[src/rtl/quadrature_decoder_counter_macros.svh]
// Assertion helpers for the quadrature decoder counter.
`ifndef QUADRATURE_DECODER_COUNTER_MACROS_SVH
`define QUADRATURE_DECODER_COUNTER_MACROS_SVH

`ifndef SYNTHESIS

// Same-cycle implication, checked on every clock edge outside reset.
`define QDC_ASSERT_NOW(lbl, ante, cons) \
	lbl: assert property (@(posedge clk) disable iff (!arst_n) (ante) |-> (cons)) \
		else $error("qdc assertion failed");

// Next-cycle implication, checked on every clock edge outside reset.
`define QDC_ASSERT_NEXT(lbl, ante, cons) \
	lbl: assert property (@(posedge clk) disable iff (!arst_n) (ante) |=> (cons)) \
		else $error("qdc assertion failed");

`else

`define QDC_ASSERT_NOW(lbl, ante, cons)
`define QDC_ASSERT_NEXT(lbl, ante, cons)

`endif

`endif

[src/rtl/qdc_pkg.sv]
package qdc_pkg;

	typedef enum logic [1:0] {
		OP_EDGE  = 2'd0,
		OP_POLL  = 2'd1,
		OP_DELTA = 2'd2,
		OP_RESET = 2'd3
	} op_t;

	localparam logic [1:0] AB_MASK = 2'h3;

	// 4x decode: index {previous AB, current AB}; 1 = +1, -1 = -1, 0 = none/invalid
	localparam logic signed [1:0] STEP_LUT [16] = '{
		 2'sd0,  2'sd1, -2'sd1,  2'sd0,
		-2'sd1,  2'sd0,  2'sd0,  2'sd1,
		 2'sd1,  2'sd0,  2'sd0, -2'sd1,
		 2'sd0, -2'sd1,  2'sd1,  2'sd0
	};

	// One channel's stored record
	typedef struct packed {
		logic [1:0]  decode_state;
		logic [1:0]  polled_state;
		logic [3:0]  observed_states;
		logic [31:0] poll_changes;
		logic [63:0] position_total;
		logic [63:0] reported_total;
	} chan_rec_t;

endpackage

[src/rtl/qdc_chan_update.sv]
module qdc_chan_update import qdc_pkg::*; (
	input  op_t                op,
	input  logic [1:0]         ab,
	input  chan_rec_t          cur,
	output chan_rec_t          nxt,
	output logic signed [31:0] delta
);

	logic signed [1:0] step;
	logic [31:0]       diff_lo;

	assign step    = STEP_LUT[{cur.decode_state, ab}];
	// only the low word of total - reported is reported
	assign diff_lo = cur.position_total[31:0] - cur.reported_total[31:0];

	always_comb begin
		nxt   = cur;
		delta = '0;
		unique case (op)
			OP_EDGE: begin
				nxt.position_total = cur.position_total + {{62{step[1]}}, step};
				nxt.decode_state   = ab;
			end
			OP_POLL: begin
				nxt.observed_states = cur.observed_states | (4'b0001 << ab);
				if (ab != cur.polled_state) begin
					nxt.poll_changes = cur.poll_changes + 32'd1;
					nxt.polled_state = ab;
				end
			end
			OP_DELTA: begin
				delta              = signed'(diff_lo);
				nxt.reported_total = cur.position_total;
			end
			OP_RESET: begin
				nxt.decode_state    = ab;
				nxt.polled_state    = ab;
				nxt.observed_states = 4'b0001 << ab;
				nxt.poll_changes    = '0;
				nxt.position_total  = '0;
				nxt.reported_total  = '0;
			end
			default: begin
				nxt = cur;
			end
		endcase
	end

endmodule

[src/rtl/quadrature_decoder_counter.sv]
// Channel   | Direction | Handshake            | Payload
// ----------+-----------+----------------------+------------------------------------------
// input     | in        | in_valid / in_ready  | op, channel, pin_a, pin_b
// result    | out       | out_valid / out_ready| delta, total, raw_state, seen_mask,
//           |           |                      | change_count
//
// One item per clock sustained while the result is not stalled; an accepted item
// moves through stage 1 into the result register. The per-channel record memory has a
// synchronous read, so stage 1 holds the read data; a record written back by the item
// ahead is forwarded to the one behind. Reset clears the per-entry valid bits, not the
// memory contents; an unwritten entry reads as zero. A stalled result holds stage 1,
// and the input is taken again once the result register frees up (same cycle as out_ready).
`include "quadrature_decoder_counter_macros.svh"

module quadrature_decoder_counter import qdc_pkg::*; #(
	parameter int NUM_CHANNELS = 2
) (
	input  logic               clk,
	input  logic               arst_n,

	input  logic               in_valid,
	output logic               in_ready,
	input  logic [1:0]         op,
	input  logic               channel,
	input  logic               pin_a,
	input  logic               pin_b,

	output logic               out_valid,
	input  logic               out_ready,
	output logic signed [31:0] delta,
	output logic signed [63:0] total,
	output logic [1:0]         raw_state,
	output logic [3:0]         seen_mask,
	output logic [31:0]        change_count
);

	localparam int              CH_W    = (NUM_CHANNELS > 1) ? $clog2(NUM_CHANNELS) : 1;
	localparam logic [CH_W-1:0] CH_LAST = CH_W'(NUM_CHANNELS - 1);

	// channel record memory, one entry per channel
	chan_rec_t mem [NUM_CHANNELS];
	logic [NUM_CHANNELS-1:0] vld_q;

	// input side
	logic            in_fire;
	logic [CH_W-1:0] ch_idx;

	// stage 1: memory read data plus the item's controls
	logic            s1_valid_s1;
	op_t             op_s1;
	logic [CH_W-1:0] ch_s1;
	logic [1:0]      ab_s1;
	chan_rec_t       rd_mem_s1;
	logic            rd_vld_s1;
	logic            fwd_s1;
	chan_rec_t       fwd_rec_s1;
	logic            s1_adv;

	chan_rec_t          cur_rec;
	chan_rec_t          upd_rec;
	logic signed [31:0] upd_delta;

	// result register
	logic out_valid_q;

	// channel reset op leaving stage 1
	logic reset_retire;

	// channel number beyond the last saturates
	assign ch_idx = ({31'd0, channel} >= 32'(NUM_CHANNELS)) ? CH_LAST : CH_W'(channel);

	assign s1_adv   = s1_valid_s1 && (!out_valid_q || out_ready);
	assign in_ready = !s1_valid_s1 || s1_adv;
	assign in_fire  = in_valid && in_ready;

	// write-back in flight to the same channel wins over the stale memory word
	always_comb begin
		if (fwd_s1) begin
			cur_rec = fwd_rec_s1;
		end else if (rd_vld_s1) begin
			cur_rec = rd_mem_s1;
		end else begin
			cur_rec = '0;
		end
	end

	qdc_chan_update u_update (
		.op    (op_s1),
		.ab    (ab_s1),
		.cur   (cur_rec),
		.nxt   (upd_rec),
		.delta (upd_delta)
	);

	// memory: synchronous read at accept, write-back when stage 1 retires
	always_ff @(posedge clk) begin
		if (s1_adv) begin
			mem[ch_s1] <= upd_rec;
		end
		if (in_fire) begin
			rd_mem_s1 <= mem[ch_idx];
		end
	end

	always_ff @(posedge clk or negedge arst_n) begin
		if (!arst_n) begin
			vld_q <= '0;
		end else if (s1_adv) begin
			vld_q[ch_s1] <= 1'b1;
		end
	end

	// stage 1 control
	always_ff @(posedge clk or negedge arst_n) begin
		if (!arst_n) begin
			s1_valid_s1 <= 1'b0;
		end else if (in_fire) begin
			s1_valid_s1 <= 1'b1;
		end else if (s1_adv) begin
			s1_valid_s1 <= 1'b0;
		end
	end

	always_ff @(posedge clk) begin
		if (in_fire) begin
			op_s1      <= op_t'(op);
			ch_s1      <= ch_idx;
			ab_s1      <= {pin_a, pin_b} & AB_MASK;
			rd_vld_s1  <= vld_q[ch_idx];
			fwd_s1     <= s1_adv && (ch_s1 == ch_idx);
			fwd_rec_s1 <= upd_rec;
		end
	end

	// result register
	always_ff @(posedge clk or negedge arst_n) begin
		if (!arst_n) begin
			out_valid_q <= 1'b0;
		end else if (s1_adv) begin
			out_valid_q <= 1'b1;
		end else if (out_ready) begin
			out_valid_q <= 1'b0;
		end
	end

	always_ff @(posedge clk) begin
		if (s1_adv) begin
			delta        <= upd_delta;
			total        <= signed'(upd_rec.position_total);
			raw_state    <= upd_rec.polled_state;
			seen_mask    <= upd_rec.observed_states;
			change_count <= upd_rec.poll_changes;
		end
	end

	assign out_valid = out_valid_q;

	assign reset_retire = s1_adv && (op_s1 == OP_RESET);

	// a free result register always lets an item in
	`QDC_ASSERT_NOW(a_ready_when_empty, !out_valid_q, in_ready)
	// a retired item marks its channel entry as written
	`QDC_ASSERT_NEXT(a_entry_marked, s1_adv, vld_q[$past(ch_s1)])
	// a channel reset shows a single seen state and cleared counters
	`QDC_ASSERT_NEXT(a_reset_result, reset_retire, $onehot(seen_mask) && (change_count == 32'd0))
	`QDC_ASSERT_NEXT(a_reset_total, reset_retire, total == 64'sd0)

endmodule
[config.mk]
export PLATFORM = sky130hd
export DESIGN_NAME = quadrature_decoder_counter
export DESIGN_NICKNAME = d
export VERILOG_FILES = /design/src/rtl/qdc_pkg.sv /design/src/rtl/qdc_chan_update.sv /design/src/rtl/quadrature_decoder_counter.sv
export VERILOG_INCLUDE_DIRS = /design/src /design/src/rtl
export SDC_FILE = /design/constraint.sdc
export NUM_CORES = 1
export LEC_CHECK = 0
export BUFFER_PORTS_ARGS = -buffer_cell sky130_fd_sc_hd__clkbuf_2
export CAP_MARGIN = 30
export CORE_MARGIN = 1
export CORE_UTILIZATION = 40
export DETAILED_ROUTE_END_ITERATION = 16
export GPL_ROUTABILITY_DRIVEN = 0
export PLACE_DENSITY = 0.58
export SYNTH_ARGS = -nofsm -noshare
export SYNTH_HDL_FRONTEND = slang
export SYNTH_SLANG_ARGS = --single-unit
[constraint.sdc]
create_clock -name clk -period 12.9 [get_ports clk]
set_input_delay 0.645 -clock clk [delete_from_list [all_inputs] [get_ports clk]]
set_output_delay 0.645 -clock clk [all_outputs]
set_load 0.03 [all_outputs]
==> impl_metrics.csv <==
group,metric,value,unit
final_layout,layout.core_utilization,0.4617,
setup_path,start_kind,"flop",
placement,dpl_worst_slack,6074,ps
synth,netlist_top_cells_area,"sky130_fd_sc_hd__edfxtp_1, sky130_fd_sc_hd__mux2_2, sky130_fd_sc_hd__ha_1",
synth,syn_area_per_cell,13.45,um^2
detailed_routing,firstDrtPassIters,7,
floorplan,core.rowCount,103,
synth,netlist.top_cell.by_area,"sky130_fd_sc_hd__edfxtp_1",
detailed_routing,detail_route.iter0.violations,1855,
timing,layout_setup_ws,5744,ps
timing,timing_hold_violations_final,0,
clocking,master_cell_of_the_clock_root_buffer,"sky130_fd_sc_hd__clkbuf_16",
status,status,"finished, final reports clean",
power_and_ir_drop,power.clock.fraction,0.340,
power_and_ir_drop,switching_fraction,0.2985,
floorplan,coreArea,79520,um^2
power_and_ir_drop,combinationalPowerShare,0.221,
placement,placement.cell_area,34140,um^2
floorplan,dieWidth,286.3,um
job,max_cap_violations,0,
detailed_routing,postRouteAntennaNets,0,
setup_path,critical_path.cell_chain,"buf_4, and2_1, o21ai_0, nand3_1, nand2_1, inv_2, buf_4, ha_1, a31o_2, o21ai_0, a211oi_1, o21ai_1, a21oi_1, o2111ai_1, nand2_1, a32o_1, o311ai_0",
setup_path,r2r_cells,17,
timing,clock.fmax,0.1397,GHz
setup_path,timing.setup.critical_path_class,"flop to flop",
clocking,cts_inserted_buffers,76,
power_and_ir_drop,power_density,175.5,nW/um^2
setup_path,crit_path_start,"fwd_s1",
setup_path,critical_register_to_register_path_endpoint,"total[56]",
setup_path,critPathRequiredTime,13210,ps
detailed_routing,vias,20800,
setup_path,slowest_delay,750,ps
global_route,grt_first_pass_wirelength,123500,um
global_route,grt-ovfl-total,0,
synth,ys_types,94,
power_and_ir_drop,static-leakage-power,13.39,nW
timing,min_period_over_period,0.5548,
final_layout,num_antenna_cells,0,
power_and_ir_drop,net-switching-power,1.923,mW
power_and_ir_drop,pwr-share-seq,0.438,
setup_path,endpoint_kind,"flop",
synth,syn-cell-area,32340,um^2
synth,synth.yosys.warnings,0,
setup_path,crit_path_top_delay_cell,"sky130_fd_sc_hd__o311ai_0",
synth,synthCells,2404,
power_and_ir_drop,internal-power,4.520,mW
synth,postSynthNetCount,2506,
worst_hold_path,holdCritPathClass,"input port to flop",
timing,maxSlewHeadroom,0.2427,
floorplan,start_util,0.4067,
timing,setup_violations,0,
timing,finalSetupTns,0,ps
detailed_routing,drt-total-wl,80510,um
floorplan,top_level_i_o_count,145,
floorplan,die_area,81980,um^2
detailed_routing,avgViaCountPerCell,5.703,
final_layout,design.final.nets,2638,
clocking,cts_post_setup_buffers_inserted,0,
synth,synth.ff_latch_count,689,
timing,clock-skew-final,41.07,ps
global_route,first_global_vias,20620,
final_layout,post-route-cell-area,36720,um^2
power_and_ir_drop,totalPowerFinal,6.443,mW
setup_path,cp_max_fo,46,
global_route,grt_util_all_layers,0.1949,
synth,synth_top_cells_by_count,"sky130_fd_sc_hd__edfxtp_1, sky130_fd_sc_hd__nand2_1, sky130_fd_sc_hd__mux2_2",
timing,worst_pin_slew,1136,ps
placement,total_instance_count_after_detailed_placement,3505,
clocking,clock_tree_from_tritoncts,"yes",
clocking,h-tree-depth,3,
timing,maxSlewViolCount,0,
synth,async_reset_ff_frac,0.005806,
setup_path,regToRegStartpoint,"fwd_s1",
synth,synth_ff_type,"sky130_fd_sc_hd__edfxtp_1",
synth,synth.most_common_cell,"sky130_fd_sc_hd__edfxtp_1",
synth,synth-seq-area-share,0.6392,
clocking,clk_latency,640,ps
final_layout,share_of_post_route_cells_with_drive_strength_above_1,0.1936,
synth,number_of_enable_flip_flop_cells_after_synthesis,685,
clocking,clockBufferDepth,3,
clocking,clock_sink_count,689,
timing,hold_slack,225.4,ps
placement,place_hpwl,51840,um
synth,synth_top_area_frac,0.6361,
final_layout,flow.area_growth_from_synthesis,13.54,%
setup_path,timing.reg2reg.setup_slack,5740,ps
setup_path,critPathCapture,"total[56]",
floorplan,die_height,286.3,um
detailed_routing,routedWlPerCell,22.07,um
detailed_routing,detail_route.drc_violations,0,
global_route,maximum_number_of_pins_on_one_net_before_global_route_repair,160,
final_layout,stdcell_count,3648,
global_route,antenna_found_initial,2,
clocking,clk_pin_slew_worst_paths,60,ps
timing,grt_setup_unrepaired,"no",
power_and_ir_drop,max-vdd-ir-drop,0.08982,mV
timing,final.min_clock_period,7156,ps
setup_path,cp.arrival,7470,ps
placement,io_buffers,144,
-- critical path, delay by kind of cell, from the launching register on --
kind	cells	cell delay, ps
compound gates	9	3140
buf+inv	3	1710
simple gates	4	1240
flops	1	350
fa+ha+maj	1	330
-- state kept, by name, indices dropped and copies added, names as in the netlist, 2 cells and up --
name / count
change_count: 32
mem: 272
delta: 32
total: 64
op_s1: 2
vld_q: 2
fwd_rec_s1: 136
ab_s1: 2
raw_state: 2
seen_mask: 4
rd_mem_s1: 136
-- placed cells by master (no fill, tap or decap), types with 17 or more instances in the layout --
cell,instances
sky130_fd_sc_hd__a21o_1,60
sky130_fd_sc_hd__a21oi_1,101
sky130_fd_sc_hd__a22o_1,64
sky130_fd_sc_hd__a22oi_1,75
sky130_fd_sc_hd__a31oi_1,19
sky130_fd_sc_hd__and2_1,34
sky130_fd_sc_hd__and3_1,25
sky130_fd_sc_hd__buf_4,29
sky130_fd_sc_hd__clkbuf_1,18
sky130_fd_sc_hd__clkbuf_16,78
sky130_fd_sc_hd__clkbuf_2,144
sky130_fd_sc_hd__edfxtp_1,685
sky130_fd_sc_hd__ha_1,90
sky130_fd_sc_hd__inv_1,37
sky130_fd_sc_hd__mux2_2,151
sky130_fd_sc_hd__nand2_1,165
sky130_fd_sc_hd__nand3_1,67
sky130_fd_sc_hd__nand4_1,23
sky130_fd_sc_hd__nor2_1,122
sky130_fd_sc_hd__nor3_1,54
sky130_fd_sc_hd__o21ai_0,140
sky130_fd_sc_hd__o21bai_1,17
sky130_fd_sc_hd__o22ai_1,20
sky130_fd_sc_hd__or3_1,18
sky130_fd_sc_hd__xnor2_1,64
sky130_fd_sc_hd__xor2_1,33
-- worst min-delay path by stage --
stage,start,end,slack (ps),cells past startpoint
floorplan,arst_n,out_valid,350,0
global placement,vld_q[1],vld_q[1],450,1
detailed placement,arst_n,out_valid,460,1
CTS,in_valid,s1_valid_s1,180,2
global route,in_valid,s1_valid_s1,210,2
finish,in_valid,s1_valid_s1,230,2
-- power by group through the flow --
stage | combinational, mW | clock, mW | sequential [mW]
CTS | 1.43 | 2.25 | 2.83
floorplan | 0.908 | 0 | 2.98
finish | 1.43 | 2.19 | 2.82
detailed placement | 1.42 | 0 | 2.87
global route | 1.55 | 2.33 | 2.84
global placement | 1.40 | 0 | 2.87
-- cell type report --
class	count	area (um^2)
clock buffers	97	2033
clock inverters	43	498.0
fillers	7081	42800
inverters	44	170.2
multi-input cells	1545	10970
flip-flops and latches	689	20670
well taps	1050	1314
repair buffers	180	1060
-- repair_timing --
action | CTS | global route
endpoints found under the hold margin | 4 | 0
gates resized for setup | 0 | 0
hold buffers | 1 | 0
-- logic make-up (layout without fill, tap and decap cells) --
group,Yosys count,after routing,synth area share
compound gates,635,635,0.1385
xor+xnor,97,97,0.02627
fa+ha+maj,93,93,0.03622
buf+inv,170,364,0.02237
flops,689,689,0.6392
mux,153,153,0.05320
simple gates,567,567,0.08424
-- routing by layer --
metal | part of all wire | wire (um) | global-route usage | vias up
met2 | 0.48 | 38330 | 0.3194 | 677
li1 | - | - | - | 9623
met5 | 0.00036 | 29 | 0 | -
met1 | 0.44 | 35050 | 0.2620 | 10360
met3 | 0.056 | 4542 | 0.03172 | 142
met4 | 0.032 | 2558 | 0.06832 | 4
(Power assumes the default switching activity.)
